**config.mk**
```make
export PLATFORM = sky130hd
export DESIGN_NAME = ics_ctrl
export DESIGN_NICKNAME = d
export VERILOG_FILES = /design/src/rtl/ics_pkg.sv /design/src/rtl/ics_ctrl.sv
export SDC_FILE = /design/constraint.sdc
export NUM_CORES = 1
export LEC_CHECK = 0
export CORE_UTILIZATION = 58
export CTS_BUF_LIST = sky130_fd_sc_hd__clkbuf_8
export DETAILED_ROUTE_END_ITERATION = 16
export DONT_BUFFER_PORTS = 1
export PLACE_DENSITY = 0.76
export REMOVE_ABC_BUFFERS = 1
export SLEW_MARGIN = 10
export SYNTH_ARGS = -nofsm -noshare
export SYNTH_HDL_FRONTEND = slang
export SYNTH_SLANG_ARGS = --single-unit
```
**constraint.sdc**
```tcl
create_clock -name i_clk -period 1.4 [get_ports i_clk]
set_input_delay 0.14 -clock i_clk [delete_from_list [all_inputs] [get_ports i_clk]]
set_output_delay 0.14 -clock i_clk [all_outputs]
set_load 0.005 [all_outputs]
```
**src/rtl/ics_pkg.sv**
```systemverilog
package ics_pkg;

    localparam int MAX_INTERVALS = 1024;
    localparam int POS_W         = 32;
    localparam int DEPTH_W       = 12;
    localparam int SLOTS         = 2 * MAX_INTERVALS;
    localparam int ADDR_W        = $clog2(SLOTS);
    localparam int IDX_W         = ADDR_W + 1;
    localparam int SORT_W        = ADDR_W + 2;
    localparam int EV_W          = POS_W + 1;

    typedef enum logic [4:0] {
        CMD_NONE,
        CMD_CAPTURE,
        CMD_LOAD_FULL,
        CMD_LOAD_A,
        CMD_LOAD_B,
        CMD_SORT_INIT,
        CMD_BLK_INIT,
        CMD_RD_A,
        CMD_CAP_A,
        CMD_RD_B,
        CMD_CAP_B,
        CMD_TAKE_A,
        CMD_TAKE_B,
        CMD_BLK_NEXT,
        CMD_PASS_NEXT,
        CMD_SWEEP_INIT,
        CMD_RD_IDX,
        CMD_EVAL,
        CMD_LOOK_INIT,
        CMD_RD_LOOK,
        CMD_LOOK_EVAL,
        CMD_FINISH,
        CMD_EMIT
    } t_cmd;

    typedef enum logic [4:0] {
        S_IDLE,
        S_DECODE,
        S_LOAD_B,
        S_PASS,
        S_BLK,
        S_RDA0,
        S_CAPA0,
        S_RDA,
        S_CAPA,
        S_RDB,
        S_CAPB,
        S_CMP,
        S_SWEEP_RD,
        S_SWEEP_EV,
        S_LOOK,
        S_LOOK_RD,
        S_LOOK_EV,
        S_FINISH,
        S_EMIT
    } t_state;

    typedef struct packed {
        logic op;
        logic sorted;
        logic full;
        logic w_lt_cnt;
        logic base_lt_cnt;
        logic j_lt_je;
        logic take_a;
        logic sweep_go;
        logic ev_over;
        logic ev_same;
        logic look_go;
        logic out_free;
    } t_status;

endpackage

```
**src/rtl/ics_ctrl.sv**
```systemverilog
module ics_ctrl import ics_pkg::*; (
    input  logic    i_clk,
    input  logic    i_rst_n,
    input  logic    i_in_valid,
    input  t_status i_status,
    output logic    o_in_ready,
    output t_cmd    o_cmd
);

    t_state r_state, n_state;

    always_ff @(posedge i_clk) begin
        if (!i_rst_n) begin
            r_state <= S_IDLE;
        end else begin
            r_state <= n_state;
        end
    end

    always_comb begin
        n_state = r_state;
        case (r_state)
            S_IDLE:     if (i_in_valid) n_state = S_DECODE;
            S_DECODE: begin
                if (!i_status.op) begin
                    if (i_status.sorted || i_status.full) n_state = S_EMIT;
                    else                                  n_state = S_LOAD_B;
                end else begin
                    n_state = i_status.sorted ? S_SWEEP_RD : S_PASS;
                end
            end
            S_LOAD_B:   n_state = S_EMIT;
            S_PASS:     n_state = i_status.w_lt_cnt ? S_BLK : S_SWEEP_RD;
            S_BLK:      n_state = i_status.base_lt_cnt ? S_RDA0 : S_PASS;
            S_RDA0:     n_state = S_CAPA0;
            S_CAPA0:    n_state = S_RDB;
            S_RDA:      n_state = S_CAPA;
            S_CAPA:     n_state = S_CMP;
            S_RDB:      n_state = S_CAPB;
            S_CAPB:     n_state = S_CMP;
            S_CMP: begin
                if (i_status.take_a)       n_state = S_RDA;
                else if (i_status.j_lt_je) n_state = S_RDB;
                else                       n_state = S_BLK;
            end
            S_SWEEP_RD: n_state = i_status.sweep_go ? S_SWEEP_EV : S_FINISH;
            S_SWEEP_EV: begin
                if (i_status.ev_over)      n_state = S_FINISH;
                else if (i_status.ev_same) n_state = S_SWEEP_RD;
                else                       n_state = S_LOOK;
            end
            S_LOOK:     n_state = S_LOOK_RD;
            S_LOOK_RD:  n_state = i_status.look_go ? S_LOOK_EV : S_FINISH;
            S_LOOK_EV:  n_state = i_status.ev_same ? S_LOOK_RD : S_FINISH;
            S_FINISH:   n_state = S_EMIT;
            S_EMIT:     if (i_status.out_free) n_state = S_IDLE;
            default:    n_state = S_IDLE;
        endcase
    end

    always_comb begin
        o_in_ready = 1'b0;
        o_cmd      = CMD_NONE;
        case (r_state)
            S_IDLE: begin
                o_in_ready = 1'b1;
                if (i_in_valid) o_cmd = CMD_CAPTURE;
            end
            S_DECODE: begin
                if (!i_status.op) begin
                    if (i_status.sorted)    o_cmd = CMD_NONE;
                    else if (i_status.full) o_cmd = CMD_LOAD_FULL;
                    else                    o_cmd = CMD_LOAD_A;
                end else if (!i_status.sorted) begin
                    o_cmd = CMD_SORT_INIT;
                end
            end
            S_LOAD_B:   o_cmd = CMD_LOAD_B;
            S_PASS:     o_cmd = i_status.w_lt_cnt ? CMD_NONE : CMD_SWEEP_INIT;
            S_BLK:      o_cmd = i_status.base_lt_cnt ? CMD_BLK_INIT : CMD_PASS_NEXT;
            S_RDA0:     o_cmd = CMD_RD_A;
            S_CAPA0:    o_cmd = CMD_CAP_A;
            S_RDA:      o_cmd = CMD_RD_A;
            S_CAPA:     o_cmd = CMD_CAP_A;
            S_RDB:      o_cmd = CMD_RD_B;
            S_CAPB:     o_cmd = CMD_CAP_B;
            S_CMP: begin
                if (i_status.take_a)       o_cmd = CMD_TAKE_A;
                else if (i_status.j_lt_je) o_cmd = CMD_TAKE_B;
                else                       o_cmd = CMD_BLK_NEXT;
            end
            S_SWEEP_RD: if (i_status.sweep_go) o_cmd = CMD_RD_IDX;
            S_SWEEP_EV: o_cmd = CMD_EVAL;
            S_LOOK:     o_cmd = CMD_LOOK_INIT;
            S_LOOK_RD:  if (i_status.look_go) o_cmd = CMD_RD_LOOK;
            S_LOOK_EV:  o_cmd = CMD_LOOK_EVAL;
            S_FINISH:   o_cmd = CMD_FINISH;
            S_EMIT:     if (i_status.out_free) o_cmd = CMD_EMIT;
            default:    o_cmd = CMD_NONE;
        endcase
    end

endmodule
```
==> impl_metrics.env, run 1 <==
export IMPL_die_x_um=39.6
export IMPL_synth_seq_cells=5
export IMPL_ys_types=48
export IMPL_cts_resized=40
export IMPL_portBuffers=0
export IMPL_ys_seq_area_frac=0.122
export IMPL_rows=13
export IMPL_cts_buffers=3
export IMPL_post_dp_hpwl_um=2140
export IMPL_cts_setup_buffers=5
export IMPL_cts_hold_buf=0
export IMPL_dp_worst_setup_slack_ns=-0.223
export IMPL_error="[ERROR DPL-0033] detailed placement checks failed during check placement."
export IMPL_start_util=0.631
export IMPL_synth_edf_count=0
export IMPL_die_h_um=39.6
export IMPL_ios=21
export IMPL_ys_async_sr_fraction=0
export IMPL_syn_inst=124
export IMPL_cts_sinks=5
export IMPL_globalplace_congestion=0.980
export IMPL_synth_area_um2=821
export IMPL_htree_levels=1
export IMPL_haltStage="clock tree synthesis (4_1_cts)"
export IMPL_clockRootBuffer="clkbuf_8"
export IMPL_status="aborted with a tool error"
export IMPL_synthFlopType="dfxtp_1"
export IMPL_avgSynthCellArea_um2=6.62
export IMPL_ys_warn_count=0
export IMPL_clockBufferDepth=2
-- synthesized netlist by cell type (all sizes together), types with 2 or more instances --
library cell / number / area share
a21oi: 10 / 0.061
o21ai: 9 / 0.055
inv: 8 / 0.037
clkbuf: 7 / 0.032
nand2b: 7 / 0.053
nor2: 7 / 0.032
nand2: 6 / 0.027
nand3: 6 / 0.037
buf: 5 / 0.038
dfxtp: 5 / 0.12
nor3: 5 / 0.030
a31oi: 3 / 0.023
nand3b: 3 / 0.027
nor2b: 3 / 0.023
o31ai: 3 / 0.027
a2111oi: 2 / 0.023
a311oi: 2 / 0.021
a41oi: 2 / 0.021
and3b: 2 / 0.021
nor4: 2 / 0.015
o221ai: 2 / 0.021
or3: 2 / 0.015
or4: 2 / 0.018
-- cells by family after synthesis --
logic type             Yosys count  share of synthesized area
and+or+nand+nor                 52                      0.373
AOI/OAI and AO/OA               45                      0.381
buffers and inverters           21                      0.111
DFF                              5                      0.122
muxes                            1                     0.0122
-- stage by stage --
step	hold slack [ns]	std cells	cell area, µm²
after floorplan	0.257	112	763
after detailed placement	0.264	160	1030
after global placement	0.260	160	1030
==> inputs of run 2 (changes only) <==
--- a/config.mk
+++ b/config.mk
@@ -5,11 +5,11 @@
 export SDC_FILE = /design/constraint.sdc
 export NUM_CORES = 1
 export LEC_CHECK = 0
-export CORE_UTILIZATION = 58
-export CTS_BUF_LIST = sky130_fd_sc_hd__clkbuf_8
+export CORE_AREA = 2 2 63 65
 export DETAILED_ROUTE_END_ITERATION = 16
+export DIE_AREA = 0 0 65 67
 export DONT_BUFFER_PORTS = 1
-export PLACE_DENSITY = 0.76
+export PLACE_DENSITY_LB_ADDON = 0.15
 export REMOVE_ABC_BUFFERS = 1
 export SLEW_MARGIN = 10
 export SYNTH_ARGS = -nofsm -noshare
==> constraint.sdc (replaced) <==
create_clock -name i_clk -period 1.8 [get_ports i_clk]
set_input_delay 0.18 -clock i_clk [delete_from_list [all_inputs] [get_ports i_clk]]
set_output_delay 0.18 -clock i_clk [all_outputs]
set_load 0.005 [all_outputs]
==> run 2 against run 1 <==
  * The flow now finishes without violations
  * Synthesized cell count unchanged
  * Synthesized area did not move
==> impl_metrics.env, run 2 <==
export IMPL_worst_ir_drop_vdd_v=0.000344
export IMPL_drv_cap=0
export IMPL_initialDrtViolationCount=41
export IMPL_p_per_area_nw_per_um2=1550
export IMPL_track_usage=0.140
export IMPL_vias=952
export IMPL_cts_sinks=5
export IMPL_via_per_inst=5.35
export IMPL_firstDrtPassIters=4
export IMPL_rsz0062_at_grt="false"
export IMPL_yosysTopAreaCellShare=0.122
export IMPL_hold_violations=0
export IMPL_hold_class="input port to flop"
export IMPL_worst_pin_slew_ns=0.388
export IMPL_synth_area_um2=821
export IMPL_core_area_um2=3610
export IMPL_critical_path_top_delay_family="compound AO/OA/AOI/OAI gates"
export IMPL_ys_seq_area_frac=0.122
export IMPL_final_common_cell="buf_4"
export IMPL_hold_path_depth=1
export IMPL_diodes=0
export IMPL_rows=22
export IMPL_antenna_left=0
export IMPL_portBuffers=0
export IMPL_htree_levels=1
export IMPL_slew_viol_final=0
export IMPL_grt_overflow=0
export IMPL_largest_register_ffs=5
export IMPL_muxShareOfSynthArea=0.0122
export IMPL_synthFlopType="dfxtp_1"
export IMPL_post_dp_hpwl_um=2230
export IMPL_relSlewSlack=0.735
export IMPL_cts_hold_buf=0
export IMPL_die_area_um2=4360
export IMPL_intPower_mw=0.804
export IMPL_ys_async_sr_fraction=0
export IMPL_ys_warn_count=0
export IMPL_start_util=0.228
export IMPL_cts_buffers=3
export IMPL_cts_setup_buffers=0
export IMPL_tritoncts="yes"
export IMPL_crit_type="flop to output pin"
export IMPL_die_x_um=65
export IMPL_grt_pass1_vias=947
export IMPL_syn_inst=124
export IMPL_setup_violations=0
export IMPL_top_register="r_state"
export IMPL_clockPowerShare=0.138
export IMPL_finalCritPeriodShare=0.965
export IMPL_netlist_top_cells_area="dfxtp_1 12%, a21oi_1 6.1%, o21ai_0 5.5%"
export IMPL_drive_gt1_frac=0.215
export IMPL_switchingPower_mw=0.740
export IMPL_grt_max_degree=13
export IMPL_drc=0
export IMPL_cp_slowest_cell="or3b_2"
export IMPL_crit_chain="or3b_2, a21oi_1, a31oi_1, o211ai_1"
export IMPL_reg_top3="r_state (5)"
export IMPL_synth_fa_ha_area_frac=0
export IMPL_worst_path_buf_inv=0
export IMPL_finClkSkew_ns=0.00213
export IMPL_clockRootBuffer="clkbuf_8"
export IMPL_synth_area_leader_cell="dfxtp_1"
export IMPL_synth_seq_cells=5
export IMPL_avgSynthCellArea_um2=6.62
export IMPL_synth_xor_area_share=0
export IMPL_nets=146
export IMPL_synth_compound_area_share=0.381
export IMPL_sw_frac_of_total=0.479
export IMPL_layout_common_cells="14 x buf_4, 10 x a21oi_1, 9 x o21ai_0"
export IMPL_fin_crit_ns=1.74
export IMPL_path_depth=4
export IMPL_insertion_delay_ns=0.23
export IMPL_wl_per_cell_um=15.5
export IMPL_synth_edf_count=0
export IMPL_fin_tns_setup_ns=0
export IMPL_start_kind="flop"
export IMPL_leakagePower_nw=0.335
export IMPL_crit_arrival_ns=1.56
export IMPL_ios=21
export IMPL_synth_top_family_by_area="compound AO/OA/AOI/OAI gates"
export IMPL_grt_pass1_wl_um=4670
export IMPL_synth_most_common_cell="a21oi_1"
export IMPL_combPwrFrac=0.701
export IMPL_required_ns=1.62
export IMPL_power_total_mw=1.54
export IMPL_cp_max_fo=12
export IMPL_clk_pin_slew_ns=0.04
export IMPL_crit_path_max_incr_delay_ns=0.47
export IMPL_cp_end_kind="output pin"
export IMPL_area_growth_syn_to_layout_pct=21.6
export IMPL_synth_simple_gate_area_share=0.373
export IMPL_synthTopCellsByCount="10 x a21oi_1, 9 x o21ai_0, 8 x inv_1"
export IMPL_status="completed"
export IMPL_fmax_mhz=576
export IMPL_seqPwrFrac=0.162
export IMPL_globalplace_congestion=0.854
export IMPL_ys_types=48
export IMPL_rr_worst_depth=4
export IMPL_clockBufferDepth=2
export IMPL_wl_um=2760
export IMPL_die_h_um=67
export IMPL_antenna_found_initial=0
run 2: cell counts after synthesis:
No cell type changed its count.
run 2: path summary, 6_finish.rpt:
path | endpoint | slack, ns | from
worst min-delay path | r_state[4] | 0.07 | i_rst_n
worst min register to register | r_state[0] | 0.67 | r_state[4]
worst max register to register | r_state[0] | 0.19 | r_state[1]
worst max-delay path | o_cmd[1] | 0.06 | r_state[1]
run 2: area by class of cell:
| class | instances | area (µm²) |
|---|---|---|
| Fill cell | 413 | 2610 |
| Inverter | 9 | 33.8 |
| Tap cell | 48 | 60.1 |
| Clock buffer | 4 | 45.0 |
| Timing Repair Buffer | 14 | 105 |
| Multi-Input combinational cell | 98 | 651 |
| Sequential cell | 5 | 104 |
run 2: through the flow:
stage	util	hold slack (ns)	setup slack, ns	cells	instance area (µm²)
2_1_floorplan	-	0.297	0.0342	112	763
3_3_place_gp	0.257	0.306	0.138	174	928
3_5_place_dp	0.257	0.304	0.127	174	928
4_1_cts	0.272	0.0723	0.00475	178	980
5_1_grt	0.277	0.0873	0.0319	178	998
6_report	0.277	0.0738	0.0634	178	998
run 2: kinds of logic after synthesis:
logic type	after synthesis
and+or+nand+nor	52
DFF	5
AOI/OAI and AO/OA	45
buffers and inverters	21
muxes	1
run 2: what timing repair did:
action,CTS,global route
setup endpoints to repair,1,3
endpoints found under the hold margin,0,0
gates resized for setup,2,5
run 2: per-layer routing:
metal | up-vias | wire length (µm) | global-route usage
met5 | - | 0 | 0
met4 | 0 | 63 | 0.0638
met3 | 5 | 202 | 0.0321
met2 | 23 | 1270 | 0.222
met1 | 442 | 1210 | 0.180
li1 | 482 | - | -
run 2: power groups by stage:
| stage | combinational (mW) | sequential [mW] | clock, mW |
|---|---|---|---|
| 2_1_floorplan | 0.568 | 0.330 | 0 |
| 3_3_place_gp | 1.05 | 0.240 | 0 |
| 3_5_place_dp | 1.04 | 0.239 | 0 |
| 4_1_cts | 1.06 | 0.242 | 0.218 |
| 5_1_grt | 1.21 | 0.257 | 0.222 |
| 6_report | 1.08 | 0.250 | 0.212 |
run 2: worst register-to-register path, delay by kind of cell (launching register included):
kind	cells	cell delay (ns)
flip-flops	1	0.37
AO/OA/AOI/OAI	3	0.66
AND/OR/NAND/NOR	1	0.48
Power figures use the tool's default switching activity.
==> inputs of run 3 (changes only) <==
==> constraint.sdc (replaced) <==
create_clock -name i_clk -period 1.9 [get_ports i_clk]
set_input_delay 0.19 -clock i_clk [delete_from_list [all_inputs] [get_ports i_clk]]
set_output_delay 0.19 -clock i_clk [all_outputs]
set_load 0.005 [all_outputs]
==> run 3 against run 2 <==
  * Die area unchanged
  * Flip-flop and latch count unchanged
  * Wire length up 4.1%
  * Sequential share of layout area increased by 0.22 points
  * Clock skew down 0.00087 ns
  * Global-route usage barely moved
  * Critical path depth is the same
  * Final cell count shrank 1.1%
  * Critical path type unchanged
  * Critical endpoint unchanged
  * Largest power group unchanged
==> impl_metrics.env, run 3 (synthesized netlist as in run 2, its figures left out) <==
export IMPL_nFillCells=409
export IMPL_sw_frac_of_total=0.489
export IMPL_finalCritPeriodShare=0.938
export IMPL_fin_crit_ns=1.78
export IMPL_cts_hold_buf=0
export IMPL_die_x_um=65
export IMPL_crit_type="flop to output pin"
export IMPL_via_per_inst=5.55
export IMPL_cp_max_fo=4
export IMPL_vias=977
export IMPL_hold_violations=0
export IMPL_layout_common_cells="12 x buf_4, 10 x a21oi_1, 9 x o21ai_0"
export IMPL_r2r_setup_slack_ns=0.18
export IMPL_whs_endpoint="r_state[4]"
export IMPL_instances_no_fill=176
export IMPL_fin_tns_setup_ns=0
export IMPL_rr_worst_depth=5
export IMPL_drive_gt1_frac=0.172
export IMPL_clockRootBuffer="clkbuf_8"
export IMPL_top_register="r_state"
export IMPL_largest_register_ffs=5
export IMPL_clockPowerShare=0.142
export IMPL_rows=22
export IMPL_clk_pin_slew_ns=0.04
export IMPL_p_per_area_nw_per_um2=1470
export IMPL_crit_arrival_ns=1.59
export IMPL_cts_buffers=3
export IMPL_grt_overflow=0
export IMPL_antenna_found_initial=0
export IMPL_insertion_delay_ns=0.22
export IMPL_start_util=0.228
export IMPL_relSlewSlack=0.764
export IMPL_worst_pin_slew_ns=0.345
export IMPL_cp_end_kind="output pin"
export IMPL_post_dp_hpwl_um=2200
export IMPL_htree_levels=1
export IMPL_drc=0
export IMPL_grt_pass1_vias=925
export IMPL_clockBufferDepth=2
export IMPL_required_ns=1.71
export IMPL_firstDrtPassIters=4
export IMPL_wl_per_cell_um=16.3
export IMPL_portBuffers=0
export IMPL_drv_cap=0
export IMPL_die_area_um2=4360
export IMPL_setup_violations=0
export IMPL_leakagePower_nw=0.315
export IMPL_globalplace_congestion=0.775
export IMPL_antenna_left=0
export IMPL_slew_viol_final=0
export IMPL_core_area_um2=3610
export IMPL_intPower_mw=0.724
export IMPL_die_h_um=67
export IMPL_grt_max_degree=23
export IMPL_diodes=0
export IMPL_final_common_cell="buf_4"
export IMPL_ios=21
export IMPL_hold_path_depth=1
export IMPL_fmax_mhz=561
export IMPL_cts_sinks=5
export IMPL_start_kind="flop"
export IMPL_finalWorstSetupSlack_ns=0.118
export IMPL_r2r_end="r_state[0]"
export IMPL_worst_ir_drop_vdd_v=0.000351
export IMPL_finClkSkew_ns=0.00126
export IMPL_nets=144
export IMPL_combPwrFrac=0.675
export IMPL_dp_cells=172
export IMPL_status="completed"
export IMPL_rsz0062_at_grt="false"
export IMPL_reg_top3="r_state (5)"
export IMPL_initialDrtViolationCount=85
export IMPL_r2r_start="r_state[3]"
export IMPL_hold_class="input port to flop"
export IMPL_grt_pass1_wl_um=4690
export IMPL_area_growth_syn_to_layout_pct=17.7
export IMPL_wl_um=2870
export IMPL_holdCritStartpoint="i_rst_n"
export IMPL_track_usage=0.140
export IMPL_dp_worst_setup_slack_ns=0.117
export IMPL_seqPwrFrac=0.183
export IMPL_tritoncts="yes"
export IMPL_switchingPower_mw=0.693
-- run 3: cell count changes in the layout (fill, tap and decap cells not counted) --
cell       delta
o2111ai_2     -1
nor3_1        +1
nor3b_1       +1
o2111ai_1     +1
nor3_2        -1
dfxtp_2       -1
nor3b_2       -1
dfxtp_1       +1
buf_4         -2
-- run 3: worst max path at each step --
stage,startpoint,end,slack [ns],depth (start not counted)
2_1_floorplan,r_state[0],r_state[3],0.13,4
3_3_place_gp,r_state[1],r_state[0],0.09,4
3_5_place_dp,r_state[1],r_state[0],0.12,4
4_1_cts,r_state[1],o_cmd[0],0.01,4
5_1_grt,r_state[3],o_cmd[0],0.01,4
6_report,r_state[2],o_cmd[1],0.12,4
-- run 3: cell type report --
class / count / area, µm² / area share
inverter: 9 / 33.8 / 0.0350
sequential: 5 / 103 / 0.106
tap: 48 / 60.1 / 0.0622
timing repair buffer: 12 / 90.1 / 0.0933
clock buffer: 4 / 45.0 / 0.0466
multi-input combinational: 98 / 634 / 0.657
-- run 3: what timing repair did --
action | in CTS | in global routing
setup endpoints to repair | 0 | 6
buffers inserted | 0 | 0
resized for setup | 0 | 3
-- run 3: critical path, cell delays in order (launching register included) --
cell	delay, ns
dfxtp_1	0.40
or3b_2	0.50
a21oi_1	0.18
a31oi_1	0.07
o211ai_1	0.22
-- run 3: through the flow --
stage / hold slack (ns) / total power [mW] / utilization / area, µm²
after floorplan: 0.307 / 0.850 / - / 763
after global placement: 0.317 / 1.20 / 0.253 / 913
after detailed placement: 0.318 / 1.19 / 0.253 / 913
after CTS: 0.0869 / 1.40 / 0.266 / 958
after global routing: 0.0926 / 1.55 / 0.268 / 966
final: 0.0881 / 1.42 / 0.268 / 966
-- run 3: power groups by stage --
stage          registers (mW)  clock network (mW)  logic (mW)
2_1_floorplan           0.313                   0       0.538
3_3_place_gp            0.256                   0       0.947
3_5_place_dp            0.253                   0       0.932
4_1_cts                 0.253               0.206       0.937
5_1_grt                 0.271               0.210        1.07
6_report                0.260               0.201       0.957
-- run 3: layer usage --
layer	global-route usage	wire length, µm	share of wire	up-vias
li1	-	-	-	481
met1	0.190	1330	0.46	466
met4	0.0399	0	0	0
met3	0.0287	188	0.066	0
met2	0.222	1350	0.47	30
met5	0	0	0	-
==> inputs of run 4 (changes only) <==
==> constraint.sdc (replaced) <==
create_clock -name i_clk -period 2.1 [get_ports i_clk]
set_input_delay 0.21 -clock i_clk [delete_from_list [all_inputs] [get_ports i_clk]]
set_output_delay 0.21 -clock i_clk [all_outputs]
set_load 0.005 [all_outputs]
==> run 4 against run 3 <==
  * Flip-flop and latch count is the same
  * Die area stayed put
  * Critical path depth unchanged
  * Utilization fell by 0.62 points
  * Global-route usage fell by 0.99 points
  * Sequential share of layout area is essentially flat
==> impl_metrics.env, run 4 (synthesized netlist as in run 2, its figures left out) <==
export IMPL_status="completed"
export IMPL_switchingPower_mw=0.621
export IMPL_setup_violations=0
export IMPL_cts_sinks=5
export IMPL_die_h_um=67
export IMPL_leakagePower_nw=0.305
export IMPL_tritoncts="yes"
export IMPL_track_usage=0.130
export IMPL_portBuffers=0
export IMPL_clockBufferDepth=2
export IMPL_dp_worst_setup_slack_ns=0.293
export IMPL_reg_top3="r_state (5)"
export IMPL_antenna_left=0
export IMPL_drive_gt1_frac=0.135
export IMPL_cp_max_fo=19
export IMPL_layout_common_cells="10 x a21oi_1, 10 x buf_4, 9 x o21ai_0"
export IMPL_top_register="r_state"
export IMPL_holdCritStartpoint="i_rst_n"
export IMPL_insertion_delay_ns=0.22
export IMPL_largest_register_ffs=5
export IMPL_die_x_um=65
export IMPL_required_ns=1.89
export IMPL_crit_chain="or3_1, nor3_1, o21ai_0, o2111ai_1"
export IMPL_cts_resized=0
export IMPL_final_util=0.262
export IMPL_cts_buffers=3
export IMPL_die_area_um2=4360
export IMPL_r2r_setup_slack_ns=0.29
export IMPL_clockPowerShare=0.146
export IMPL_relSlewSlack=0.610
export IMPL_rsz0062_at_grt="false"
export IMPL_start_kind="flop"
export IMPL_drc=0
export IMPL_htree_levels=1
export IMPL_hold_class="input port to flop"
export IMPL_cp_end_kind="output pin"
export IMPL_sw_frac_of_total=0.499
export IMPL_p_per_area_nw_per_um2=1320
export IMPL_grt_max_degree=20
export IMPL_crit_arrival_ns=1.77
export IMPL_fin_tns_setup_ns=0
export IMPL_placed_cell_area_um2=898
export IMPL_worst_pin_slew_ns=0.584
export IMPL_vias=959
export IMPL_finalWorstSetupSlack_ns=0.121
export IMPL_crit_path_max_incr_delay_ns=0.52
export IMPL_area_growth_syn_to_layout_pct=14.9
export IMPL_nets=142
export IMPL_start_util=0.228
export IMPL_cts_hold_buf=0
export IMPL_cp_slowest_cell="or3_1"
export IMPL_grt_pass1_vias=910
export IMPL_finalCritPeriodShare=0.942
export IMPL_crit_type="flop to output pin"
export IMPL_slew_viol_final=0
export IMPL_fmax_mhz=505
export IMPL_cts_setup_buffers=0
export IMPL_cp_startpoint="r_state[1]"
export IMPL_firstDrtPassIters=5
export IMPL_nFillCells=413
export IMPL_intPower_mw=0.623
export IMPL_hold_violations=0
export IMPL_drv_cap=0
export IMPL_combPwrFrac=0.668
export IMPL_grt_overflow=0
export IMPL_r2r_start="r_state[1]"
export IMPL_finClkSkew_ns=0.00346
export IMPL_ios=21
export IMPL_post_dp_hpwl_um=2130
export IMPL_globalplace_congestion=0.819
export IMPL_fin_area_um2=943
export IMPL_initialDrtViolationCount=36
export IMPL_seqPwrFrac=0.187
export IMPL_core_area_um2=3610
export IMPL_worst_ir_drop_vdd_v=0.000343
export IMPL_diodes=0
export IMPL_grt_pass1_wl_um=4370
export IMPL_clk_pin_slew_ns=0.03
export IMPL_rows=22
export IMPL_antenna_found_initial=0
export IMPL_wl_per_cell_um=15.9
export IMPL_fin_crit_ns=1.98
export IMPL_clockRootBuffer="clkbuf_8"
export IMPL_via_per_inst=5.51
export IMPL_wl_um=2760
==> run 4: worst paths after layout <==
check,to,depth (start not counted)
max,o_cmd[0],4
min,r_state[4],1
max reg2reg,r_state[0],4
min reg2reg,r_state[0],2
==> run 4: stage by stage <==
stage | power, mW | hold WS [ns] | instances
6_report | 1.24 | 0.105 | 174
5_1_grt | 1.35 | 0.107 | 174
4_1_cts | 1.24 | 0.104 | 174
3_5_place_dp | 1.06 | 0.333 | 170
3_3_place_gp | 1.07 | 0.342 | 170
2_1_floorplan | 0.769 | 0.327 | 112
==> run 4: area by class of cell <==
| type | count | area, µm² | share of cell area |
|---|---|---|---|
| Multi-Input combinational cell | 98 | 629 | 0.667 |
| Sequential cell | 5 | 100 | 0.106 |
| Timing Repair Buffer | 10 | 75.1 | 0.0796 |
| Tap cell | 48 | 60.1 | 0.0637 |
| Clock buffer | 4 | 45.0 | 0.0477 |
| Inverter | 9 | 33.8 | 0.0358 |
==> run 4: worst max-delay path: cells and delay by family (launching register included) <==
kind               cells  cell delay [ns]
and+or+nand+nor        2             0.77
DFF                    1             0.48
AOI/OAI and AO/OA      2             0.29
==> run 4: power groups by stage <==
| stage | logic, mW | registers, mW | clock network [mW] |
|---|---|---|---|
| floorplan | 0.486 | 0.283 | 0 |
| global placement | 0.845 | 0.230 | 0 |
| detailed placement | 0.827 | 0.230 | 0 |
| CTS | 0.831 | 0.228 | 0.186 |
| global route | 0.920 | 0.239 | 0.196 |
| finish | 0.831 | 0.232 | 0.181 |
==> run 4: metal layers <==
metal,share of wire,up-vias,track usage
met2,0.44,28,0.201
met3,0.059,6,0.0372
met5,0,-,0
met4,0.019,0,0.0638
li1,-,479,-
met1,0.48,446,0.164
